$ cat config.mk
export PLATFORM = sky130hd
export DESIGN_NAME = hamming_8_4_stream_codec_unit
export DESIGN_NICKNAME = d
export VERILOG_FILES = /design/src/rtl/core/hsc_pkg.sv /design/src/rtl/core/hamming_8_4_stream_codec_unit.sv /design/src/rtl/core/hsc_front.sv /design/src/rtl/core/hsc_queue.sv /design/src/rtl/core/hsc_back.sv
export SDC_FILE = /design/constraint.sdc
export NUM_CORES = 1
export LEC_CHECK = 0
export ABC_AREA = 1
export BUFFER_PORTS_ARGS = -buffer_cell sky130_fd_sc_hd__buf_2
export CAP_MARGIN = 25
export CORE_ASPECT_RATIO = 1.2
export CORE_MARGIN = 2
export CORE_UTILIZATION = 45
export DETAILED_ROUTE_END_ITERATION = 7
export PLACE_DENSITY = 0.68
export SLEW_MARGIN = 25
export SYNTH_ARGS = -nofsm -noshare
export SYNTH_HDL_FRONTEND = slang
export SYNTH_HIERARCHICAL = 1
export SYNTH_SLANG_ARGS = --single-unit
$ cat constraint.sdc
create_clock -name clk -period 14.3 [get_ports clk]
set_input_delay 2.86 -clock clk [delete_from_list [all_inputs] [get_ports clk]]
set_output_delay 2.86 -clock clk [all_outputs]
set_load 0.1 [all_outputs]
$ cat src/rtl/core/hsc_pkg.sv
package hsc_pkg;

  localparam int unsigned POS_W = 20;

  // parity check masks
  localparam logic [7:0] MASK_P3 = 8'hAA;
  localparam logic [7:0] MASK_P2 = 8'h66;
  localparam logic [7:0] MASK_P1 = 8'h1E;

  typedef enum logic [1:0] {
    ST_OK      = 2'd0,
    ST_ODD     = 2'd1,
    ST_TOOLONG = 2'd2,
    ST_UNCORR  = 2'd3
  } hsc_status_t;

  typedef struct packed {
    logic [POS_W-1:0] pos;
    hsc_status_t      code;
    logic             is_status;
    logic [7:0]       data;
    logic             last;
  } hsc_item_t;

  typedef struct packed {
    logic      has_second;
    hsc_item_t item1;
    hsc_item_t item0;
  } hsc_entry_t;

  typedef struct packed {
    logic       valid;
    hsc_entry_t entry;
  } hsc_push_t;

  function automatic logic [7:0] hsc_codeword(input logic [3:0] nib);
    logic [7:0] cw;
    unique case (nib)
      4'h0: cw = 8'h00;
      4'h1: cw = 8'hD2;
      4'h2: cw = 8'h55;
      4'h3: cw = 8'h87;
      4'h4: cw = 8'h99;
      4'h5: cw = 8'h4B;
      4'h6: cw = 8'hCC;
      4'h7: cw = 8'h1E;
      4'h8: cw = 8'hE1;
      4'h9: cw = 8'h33;
      4'hA: cw = 8'hB4;
      4'hB: cw = 8'h66;
      4'hC: cw = 8'h78;
      4'hD: cw = 8'hAA;
      4'hE: cw = 8'h2D;
      default: cw = 8'hFF;
    endcase
    return cw;
  endfunction

  // Returns {uncorrectable, corrected nibble}.
  function automatic logic [4:0] hsc_decode(input logic [7:0] w);
    logic [3:0] d;
    logic [3:0] syn;
    logic [4:0] res;
    d   = {w[5], w[3], w[2], w[1]};
    syn = {^(w & MASK_P3), ^(w & MASK_P2), ^(w & MASK_P1), ^w};
    unique case (syn)
      4'h0, 4'h1, 4'h3, 4'h5, 4'h9: res = {1'b0, d};
      4'hF: res = {1'b0, d ^ 4'h1};
      4'h7: res = {1'b0, d ^ 4'h2};
      4'hB: res = {1'b0, d ^ 4'h4};
      4'hD: res = {1'b0, d ^ 4'h8};
      default: res = {1'b1, d};
    endcase
    return res;
  endfunction

endpackage

$ cat src/rtl/core/hamming_8_4_stream_codec_unit.sv
// Channel  Ports                         Payload
// -------  ----------------------------  --------------------------------------------
// input    in_tvalid/in_tready/in_tdata  in_byte; in_tlast = last item of block
// output   out_tvalid/out_tready/...     out_byte, status_code, error_position;
//                                        out_tuser = is_status, out_tlast = last result
// config   cfg_wr_en/cfg_wr_data         decode_mode, written when cfg_wr_en is high
//
// Encode: two codewords per transaction, which leave one at a time through the one
// output register. Decode: a data byte and a status can both leave for one input.
// Each result passes through the queue and then the output register.
// Reset clears stream state, decode_mode, the queue and the output register.
// A stall at out_tready fills the two-entry queue, then drops in_tready.
module hamming_8_4_stream_codec_unit import hsc_pkg::*; #(
  parameter int unsigned LEN_BITS = 20
) (
  input  logic        clk,
  input  logic        rst_n,
  input  logic        cfg_wr_en,
  input  logic        cfg_wr_data,
  input  logic        in_tvalid,
  output logic        in_tready,
  input  logic [7:0]  in_tdata,   // [7:0] in_byte
  input  logic        in_tlast,
  output logic        out_tvalid,
  input  logic        out_tready,
  output logic [31:0] out_tdata,  // [7:0] out_byte, [9:8] status_code,
                                  // [29:10] error_position, [31:30] zero
  output logic        out_tuser,  // [0] is_status
  output logic        out_tlast
);

  hsc_push_t  push;
  hsc_entry_t head;
  hsc_item_t  item;
  logic       full;
  logic       head_valid;
  logic       pop;
  logic       accept;

  assign in_tready = ~full;
  assign accept    = in_tvalid & ~full;

  // Classify each accepted transaction and update the block state.
  hsc_front #(.LEN_BITS(LEN_BITS)) u_front (
    .clk        (clk),
    .rst_n      (rst_n),
    .cfg_wr_en  (cfg_wr_en),
    .cfg_wr_data(cfg_wr_data),
    .accept     (accept),
    .in_byte    (in_tdata),
    .in_last    (in_tlast),
    .push       (push)
  );

  // Decouple the front from output stalls.
  hsc_queue u_queue (
    .clk       (clk),
    .rst_n     (rst_n),
    .push      (push),
    .pop       (pop),
    .full      (full),
    .head_valid(head_valid),
    .head      (head)
  );

  // Emit one or two results per queue entry.
  hsc_back u_back (
    .clk       (clk),
    .rst_n     (rst_n),
    .head_valid(head_valid),
    .head      (head),
    .pop       (pop),
    .out_ready (out_tready),
    .out_valid (out_tvalid),
    .out_item  (item)
  );

  assign out_tdata = {2'b00, item.pos, item.code, item.data};
  assign out_tuser = item.is_status;
  assign out_tlast = item.last;

endmodule

$ cat src/rtl/core/hsc_front.sv
module hsc_front import hsc_pkg::*; #(
  parameter int unsigned LEN_BITS = 20
) (
  input  logic       clk,
  input  logic       rst_n,
  input  logic       cfg_wr_en,
  input  logic       cfg_wr_data,
  input  logic       accept,
  input  logic [7:0] in_byte,
  input  logic       in_last,
  output hsc_push_t  push
);

  logic                decode_mode_r;
  logic                second_half_r, second_half_nxt;
  logic [3:0]          held_r, held_nxt;
  logic [LEN_BITS:0]   idx_r, idx_nxt;
  logic                err_r, err_nxt;

  logic [4:0]          dec;
  logic                data_out;
  hsc_item_t           data_item;
  hsc_item_t           stat_item;
  hsc_push_t           push_c;

  assign dec = hsc_decode(in_byte);

  always_comb begin
    second_half_nxt = second_half_r;
    held_nxt        = held_r;
    idx_nxt         = idx_r;
    err_nxt         = err_r;
    data_out        = 1'b0;
    data_item       = '0;
    stat_item       = '0;
    push_c          = '0;

    if (!decode_mode_r) begin
      push_c.valid                  = 1'b1;
      push_c.entry.has_second       = 1'b1;
      push_c.entry.item0.data       = hsc_codeword(in_byte[3:0]);
      push_c.entry.item1.data       = hsc_codeword(in_byte[7:4]);
      push_c.entry.item1.last       = 1'b1;
    end else begin
      if (!err_r) begin
        if (dec[4]) begin
          err_nxt = 1'b1;
        end else begin
          if (second_half_r) begin
            data_out        = 1'b1;
            data_item.data  = {dec[3:0], held_r};
            data_item.last  = ~in_last;
            second_half_nxt = 1'b0;
            held_nxt        = 4'h0;
          end else begin
            held_nxt        = dec[3:0];
            second_half_nxt = 1'b1;
          end
          if (!idx_r[LEN_BITS]) begin
            idx_nxt = idx_r + 1'b1;
          end
        end
      end

      stat_item.is_status = 1'b1;
      stat_item.last      = 1'b1;
      priority if (err_nxt) begin
        if (idx_nxt[LEN_BITS]) begin
          stat_item.code = ST_TOOLONG;
        end else begin
          stat_item.code = ST_UNCORR;
          stat_item.pos  = POS_W'(idx_nxt[LEN_BITS-1:0]);
        end
      end else if (second_half_nxt) begin
        stat_item.code = ST_ODD;
      end else if (idx_nxt[LEN_BITS]) begin
        stat_item.code = ST_TOOLONG;
      end else begin
        stat_item.code = ST_OK;
      end

      // Pack the data byte first, then the status at block end.
      push_c.valid = data_out | in_last;
      if (data_out) begin
        push_c.entry.item0      = data_item;
        push_c.entry.item1      = stat_item;
        push_c.entry.has_second = in_last;
      end else begin
        push_c.entry.item0 = stat_item;
      end
    end

    if (in_last) begin
      second_half_nxt = 1'b0;
      held_nxt        = 4'h0;
      idx_nxt         = '0;
      err_nxt         = 1'b0;
    end

    push_c.valid = push_c.valid & accept;
  end

  assign push = push_c;

  always_ff @(posedge clk) begin
    if (!rst_n) begin
      decode_mode_r <= 1'b0;
      second_half_r <= 1'b0;
      held_r        <= 4'h0;
      idx_r         <= '0;
      err_r         <= 1'b0;
    end else begin
      if (cfg_wr_en) begin
        decode_mode_r <= cfg_wr_data;
      end
      if (accept) begin
        second_half_r <= second_half_nxt;
        held_r        <= held_nxt;
        idx_r         <= idx_nxt;
        err_r         <= err_nxt;
      end
    end
  end

endmodule

$ cat src/rtl/core/hsc_queue.sv
module hsc_queue import hsc_pkg::*; (
  input  logic       clk,
  input  logic       rst_n,
  input  hsc_push_t  push,
  input  logic       pop,
  output logic       full,
  output logic       head_valid,
  output hsc_entry_t head
);

  hsc_entry_t mem [2];
  logic       wr_ptr_r;
  logic       rd_ptr_r;
  logic [1:0] count_r;
  logic       do_push;
  logic       do_pop;

  assign full       = (count_r == 2'd2);
  assign head_valid = (count_r != 2'd0);
  assign head       = mem[rd_ptr_r];
  assign do_push    = push.valid & ~full;
  assign do_pop     = pop & head_valid;

  always_ff @(posedge clk) begin
    if (do_push) begin
      mem[wr_ptr_r] <= push.entry;
    end
  end

  always_ff @(posedge clk) begin
    if (!rst_n) begin
      wr_ptr_r <= 1'b0;
      rd_ptr_r <= 1'b0;
      count_r  <= 2'd0;
    end else begin
      if (do_push) begin
        wr_ptr_r <= ~wr_ptr_r;
      end
      if (do_pop) begin
        rd_ptr_r <= ~rd_ptr_r;
      end
      unique case ({do_push, do_pop})
        2'b10:   count_r <= count_r + 2'd1;
        2'b01:   count_r <= count_r - 2'd1;
        default: count_r <= count_r;
      endcase
    end
  end

endmodule

$ cat src/rtl/core/hsc_back.sv
module hsc_back import hsc_pkg::*; (
  input  logic       clk,
  input  logic       rst_n,
  input  logic       head_valid,
  input  hsc_entry_t head,
  output logic       pop,
  input  logic       out_ready,
  output logic       out_valid,
  output hsc_item_t  out_item
);

  logic      sel_r;
  logic      out_valid_r;
  hsc_item_t out_item_r;
  logic      load;

  assign load      = ~out_valid_r | out_ready;
  assign pop       = load & head_valid & (sel_r | ~head.has_second);
  assign out_valid = out_valid_r;
  assign out_item  = out_item_r;

  always_ff @(posedge clk) begin
    if (load && head_valid) begin
      out_item_r <= sel_r ? head.item1 : head.item0;
    end
  end

  always_ff @(posedge clk) begin
    if (!rst_n) begin
      sel_r       <= 1'b0;
      out_valid_r <= 1'b0;
    end else if (load) begin
      out_valid_r <= head_valid;
      if (head_valid) begin
        sel_r <= ~sel_r & head.has_second;
      end
    end
  end

endmodule

==> results of run 1 <==
==> power by group through the flow <==
stage	sequential [W]	clock (W)	combinational (W)
3_3_place_gp	0.000753	0	0.000506
3_5_place_dp	0.000757	0	0.000510
6_report	0.000743	0.000460	0.000505
5_1_grt	0.000751	0.000497	0.000541
2_1_floorplan	0.000972	0	0.000220
4_1_cts	0.000744	0.000471	0.000510
==> Yosys cell counts, types with 6 or more instances <==
cell type / n / share of area
nand4_1: 10 / 0.0066
mux2_4: 50 / 0.079
ha_1: 7 / 0.0092
nor2_1: 91 / 0.036
nor3_1: 9 / 0.0047
a21oi_1: 31 / 0.016
buf_2: 7 / 0.0037
buf_6: 11 / 0.013
clkbuf_1: 10 / 0.0039
nand2_1: 290 / 0.11
buf_4: 6 / 0.0047
inv_1: 55 / 0.022
edfxtp_1: 162 / 0.51
mux2_2: 15 / 0.018
nand3_2: 6 / 0.0063
nand2_2: 8 / 0.0053
o21ai_0: 15 / 0.0079
nand3_1: 39 / 0.020
dfxtp_1: 35 / 0.074
==> metal layers <==
layer | share of wire | vias to the layer above | wire (um) | global-route usage
li1 | - | 3118 | - | -
met1 | 0.46 | 2951 | 8140 | 0.217
met2 | 0.50 | 96 | 8970 | 0.296
met3 | 0.029 | 15 | 510 | 0.0354
met4 | 0.013 | 0 | 236 | 0.0567
met5 | 0 | - | 0 | 0
==> final timing paths <==
| kind | end | slack, ns | from | cells after the start |
|---|---|---|---|---|
| min | u_front/held_r[2] | 0.45 | u_front/held_r[2] | 2 |
| max reg2reg | u_queue/mem[0][25] | 11.27 | u_front/err_r | 10 |
| max | u_queue/mem[0][25] | 8.22 | in_tdata[6] | 20 |
| min reg2reg | u_front/held_r[2] | 0.45 | u_front/held_r[2] | 2 |
==> area by class of cell <==
class | count | area (sq um)
repair buffers | 53 | 282
well taps | 270 | 338
flip-flops and latches | 197 | 5570
inverters | 63 | 244
clock buffers | 17 | 425
clock inverters | 15 | 145
multi-input cells | 612 | 3450
fillers | 1907 | 10400
==> flip-flops by register name, indices dropped and copies added (netlist names), named ones only <==
| signal | flops |
|---|---|
| u_back/out_valid | 1 |
| u_queue/mem | 130 |
| u_queue/rd_ptr_r | 1 |
| u_front/held_r | 4 |
| u_front/idx_r | 21 |
| u_front/err_r | 1 |
| u_front/second_half_r | 1 |
| u_back/out_item | 32 |
| u_queue/wr_ptr_r | 1 |
| u_queue/count_r | 2 |
| u_back/sel_r | 1 |
| u_front/decode_mode_r | 1 |
==> cell families after synthesis <==
group                      after synthesis  synth area share
xor gates and xnor gates                 9           0.00907
AOI/OAI and AO/OA                       61            0.0352
other                                    1          0.000394
and+or+nand+nor                        468             0.210
DFF                                    197             0.584
buffers and inverters                   99            0.0547
adders and majority gates                7           0.00920
muxes                                   65            0.0966
==> worst min-delay path, delay by kind of cell, from the launching register on <==
kind	cells	cell delay (ns)
DFF	1	0.31
and+or+nand+nor	2	0.10
==> per-stage QoR <==
step | power, W | util
finish | 0.00171 | 0.500
floorplan | 0.00119 | -
detailed placement | 0.00127 | 0.473
CTS | 0.00173 | 0.500
global route | 0.00179 | 0.500
global placement | 0.00126 | 0.473
==> summary.txt, run 1 <==
Route
  – Vias per cell: 5.04
  – Drt total wl: 17.9 mm
  – DRC violations left: 0
  – Drt wl/cell: 14.6 um
  – DR iter-0 viols: 478
  – Routed via count: 6180
  – DRT Pass-1 Iters: 6
  – ANT nets after route: 0

Yosys
  – Sequential area share after synthesis: 0.584
  – Post-synth top flop: edfxtp_1
  – Async SR Flop Fraction: 0
  – Syn Std Cell Area: 9520 sq um
  – Flops & latches, synth: 197
  – Syn Area/Cell: 10.5 sq um
  – Post-Syn Instances: 907
  – Synth cell types: 46
  – YS warnings: 6
  – Post-synth EDFFs: 162

Worst setup path
  – Crit path required time: roughly 14 ns
  – Most frequent CP cell: nand2_1
  – Crit start category: input port
  – CP max stage cell: buf_4
  – Arr. time, crit path: 6.14 ns
  – Buf/Inv on CP: 7
  – Worst setup EP type: register
  – Largest delay share family, worst path: simple AND/OR/NAND/NOR gates
  – Slowest stage delay, CP: about 0.68 ns
  – Kind of critical path: input port to register
  – Max FO, Critical Path: 65
  – Critical path cell sequence: buf_2, inv_1, nand2_1, nand2_1, nand2_1, nand2_1, clkinv_1, nand2_2, nand2_4, nand2_4, ha_1, nand2_1, nand2_2, o21ai_0, inv_1, inv_1, nor2_1, inv_1, nor2_4, buf_4

Final layout
  – Final cell count without fillers: 1227
  – # nets final: 966
  – Commonest non-fill, non-tap cell in the layout: nand2_1
  – Final instance area: 10500 sq um
  – Layout cells sized above 1: 0.201
  – Area growth syn-to-layout: 9.80%
  – Antenna cells: 0
  – Commonest cells after routing, fill and taps aside: 289 x nand2_1, 162 x edfxtp_1, 89 x nor2_1

Placed design
  – DP HPWL: 11.4 mm
  – # placed instances: approximately 1200
  – Worst slack, placed: 7.42 ns
  – Placer Congestion: 0.840
  – IO Port Bufs: 48
  – Post-DP Area: 9880 sq um

Clock tree
  – H-tree depth: 4
  – Post-CTS setup buffers: 0
  – Clock buffer depth: 2
  – CTS tree: yes
  – CTS sink cnt: a little under 200
  – Hold_buf cts: 0
  – Total CTS buffers: 17
  – CTS resizes: 0
  – Clk slew on worst S/H paths: 0.07 ns
  – Clk root buf: clkbuf_16
  – Clk_lat worst skew: 0.43 ns

Power and ir drop
  – Internal: 0.00108 W
  – Power Density: 163 nW/um^2
  – Switching portion of total power: 0.369
  – Clock power share: 0.269
  – Static leakage: around 4 nW
  – Worst VDD drop: 0.000101 V
  – Reg power frac: 0.435
  – Comb pwr share: 0.296
  – Switching power: 0.000631 W

STA
  – Worst setup margin: 8.22 ns
  – Clock Skews: 0.00901 ns
  – Fmax: 0.164 GHz
  – Tightest Pin Transition: 0.968 ns
  – Pins Over Slew Limit: 0
  – Setup TNS: 0 ns
  – Relative max-transition margin: 0.354
  – WHS: 0.449 ns
  – Tcrit/Tclk final: 0.425
  – Hold Vio Cnt, Final: 0
  – Final setup fails: 0
  – RSZ-0062 raised after global routing: no
  – Final min period: 6.08 ns

Floorplanning
  – Top Ports: 51
  – Die area: 22300 sq um
  – FP Rows: 58
  – Die width: around 140 um
  – Die Ht: between 150 and 200 um
  – CORE AREA: 20900 sq um
  – Initial Utilization: 0.456

Global route
  – GRT Resource Usage Total: 0.172
  – Initial antenna violation count: 0
  – Largest net degree at the start of global routing: 66
  – Global-route wire length before repair: about 30 mm
  – Vias in the first global route: 6058
  – Congestion Overflow GR: 0

Status
  – Status: complete, no violations

Worst hold path
  – Worst hold path class: register to register

Flow run
  – Maximum capacitance violations: 0
Power figures use the tool's default switching activity.
==> inputs of run 2 (changes only) <==
clock period = 5.6 ns   (was 14.3 ns; I/O delays follow)
==> summary.txt, run 2 (same netlist as run 1, synthesis figures left out) <==
Route
  – DRC violations left: 0 (unchanged)
  – Drt total wl: 18.3 mm (+2.3%)
  – DRT Pass-1 Iters: 5 (-1)
  – ANT nets after route: 0 (unchanged)
  – Routed via count: 6267 (+1.4%)
  – Drt wl/cell: 14.9 um (+2.2%)
  – DR iter-0 viols: 471 (-1.5%)
  – Vias per cell: 5.10 (+1.3%)

Flow run
  – Maximum capacitance violations: 0 (unchanged)

Worst setup path
  – Kind of critical path: input port to register
  – Worst setup EP type: register
  – Crit start category: input port
  – Arr. time, crit path: 4.03 ns (-2.11 ns)
  – Cell depth of the worst flop-to-flop path: 6 (-4)
  – Crit path required time: 5.72 ns (-8.63 ns)
  – Max FO, Critical Path: 26 (-60%)

Global route
  – Congestion Overflow GR: 0 (unchanged)
  – Initial antenna violation count: 0 (unchanged)
  – Vias in the first global route: 5949 (-1.8%)
  – GRT Resource Usage Total: 0.170 (-0.00231)
  – Largest net degree at the start of global routing: 66 (unchanged)
  – Global-route wire length before repair: 29.4 mm (-1.8%)

Final layout
  – Layout cells sized above 1: 0.201 (+0.000834)
  – Area growth syn-to-layout: 10.1%
  – Filler instances: 1861 (-2.4%)
  – Commonest cells after routing, fill and taps aside: 290 x nand2_1, 162 x edfxtp_1, 89 x nor2_1
  – Area of the multi-input gates: 3450 sq um (about the same)
  – Largest reg by FF count: u_queue/mem
  – Commonest non-fill, non-tap cell in the layout: nand2_1
  – Antenna cells: 0 (unchanged)
  – Max reg flops: 130 (unchanged)
  – Reg area: 5570 sq um (unchanged)
  – Final instance area: 10500 sq um (+0.26%)
  – # nets final: 968 (+0.21%)

Floorplanning
  – Die Ht: 163 um (unchanged)
  – Top Ports: 51 (unchanged)
  – Die area: 22300 sq um (unchanged)
  – FP Rows: 58 (unchanged)
  – Initial Utilization: 0.456 (unchanged)
  – Die width: 137 um (unchanged)
  – CORE AREA: 20900 sq um (unchanged)

Clock tree
  – Hold_buf cts: 0 (unchanged)
  – CTS resizes: 0 (unchanged)
  – Total CTS buffers: 17 (unchanged)
  – Clk root buf: clkbuf_16
  – H-tree depth: 4 (unchanged)
  – Post-CTS setup buffers: 0 (unchanged)
  – CTS tree: yes
  – Clock buffer depth: 2 (unchanged)
  – Clk slew on worst S/H paths: 0.07 ns (about the same)
  – Clk_lat worst skew: 0.44 ns (about the same)
  – CTS sink cnt: 197 (unchanged)

Placed design
  – Post-DP Area: 9920 sq um (+0.37%)
  – Placer Congestion: 0.860 (+2.4%)
  – DP HPWL: 12.0 mm (+4.7%)
  – IO Port Bufs: 48 (unchanged)

STA
  – Clock Skews: 0.0158 ns (+0.00682 ns)
  – Hold Vio Cnt, Final: 0 (unchanged)
  – Final setup fails: 0 (unchanged)
  – WHS: 0.454 ns (+0.00477 ns)
  – Final min period: 3.91 ns
  – Relative max-transition margin: 0.344 (-0.00989)
  – Fmax: around 0.26 GHz
  – Pins Over Slew Limit: 0 (unchanged)
  – Tightest Pin Transition: 0.983 ns (+0.0148 ns)
  – RSZ-0062 raised after global routing: no
  – Setup TNS: 0 ns (unchanged)
  – Tcrit/Tclk final: 0.698

Power and ir drop
  – Clock power share: 0.266 (-0.003)
  – Reg power frac: 0.438 (+0.003)
  – Internal: 0.00272 W (+150%)
  – Switching power: 0.00163 W (+160%)
  – Comb pwr share: 0.296 (about the same)
  – Switching portion of total power: 0.375 (+0.00612)
  – Power Density: 415 nW/um^2 (+150%)
  – Worst VDD drop: 0.000245 V (+140%)
  – Static leakage: 4.01 nW (+0.29%)

Status
  – Status: complete, no violations

Worst hold path
  – Worst hold path class: register to register
  – Hold path depth: 2 (unchanged)
[run 2: power by group through the flow]
stage / registers, W / clock network (W) / logic (W)
after floorplan: 0.00248 / 0 / 0.000563
after global placement: 0.00193 / 0 / 0.00129
after detailed placement: 0.00194 / 0 / 0.00130
after CTS: 0.00191 / 0.00118 / 0.00130
after global routing: 0.00193 / 0.00124 / 0.00137
final: 0.00191 / 0.00116 / 0.00129
[run 2: final timing paths]
path | startpoint | to | slack [ns]
max | in_tdata[6] | u_queue/mem[1][52] | 1.69
min | u_front/held_r[2] | u_front/held_r[2] | 0.45
max reg2reg | u_front/decode_mode_r | u_queue/mem[0][2] | 2.83
min reg2reg | u_front/held_r[2] | u_front/held_r[2] | 0.45
[run 2: per-stage QoR]
stage	setup slack, ns	total power (W)	utilization	std cells
after floorplan	0.565	0.00304	-	908
after global placement	1.41	0.00322	0.475	1197
after detailed placement	1.27	0.00324	0.475	1197
after CTS	1.74	0.00439	0.502	1228
after global routing	1.38	0.00453	0.502	1228
final	1.69	0.00435	0.502	1228
[run 2: layer usage]
layer	up-vias	track usage	part of all wire
li1	3110	-	-
met1	2988	0.213	0.45
met2	144	0.293	0.50
met3	25	0.0317	0.038
met4	0	0.0619	0.021
met5	-	0	0
[run 2: cell type report]
class	instances	share of cell area
well taps	270	0.0322
flip-flops and latches	197	0.531
inverters	63	0.0233
repair buffers	55	0.0303
clock inverters	14	0.0132
clock buffers	17	0.0406
multi-input cells	612	0.329
[run 2: worst max-delay path: stages]
cell and delay [ns]:
buf_2 0.14, inv_1 0.18, nand2_1 0.07, nand2_1 0.13, nand2_1 0.08, nand2_1 0.09, clkinv_1 0.08, nand2_2 0.08
nand2_4 0.07, nand2_4 0.24, ha_1 0.20, nand2_1 0.08, nand2_1 0.11, o21ai_0 0.08, inv_1 0.05, inv_1 0.04
nor2_1 0.19, nand2_1 0.12, inv_2 0.47, buf_4 0.37
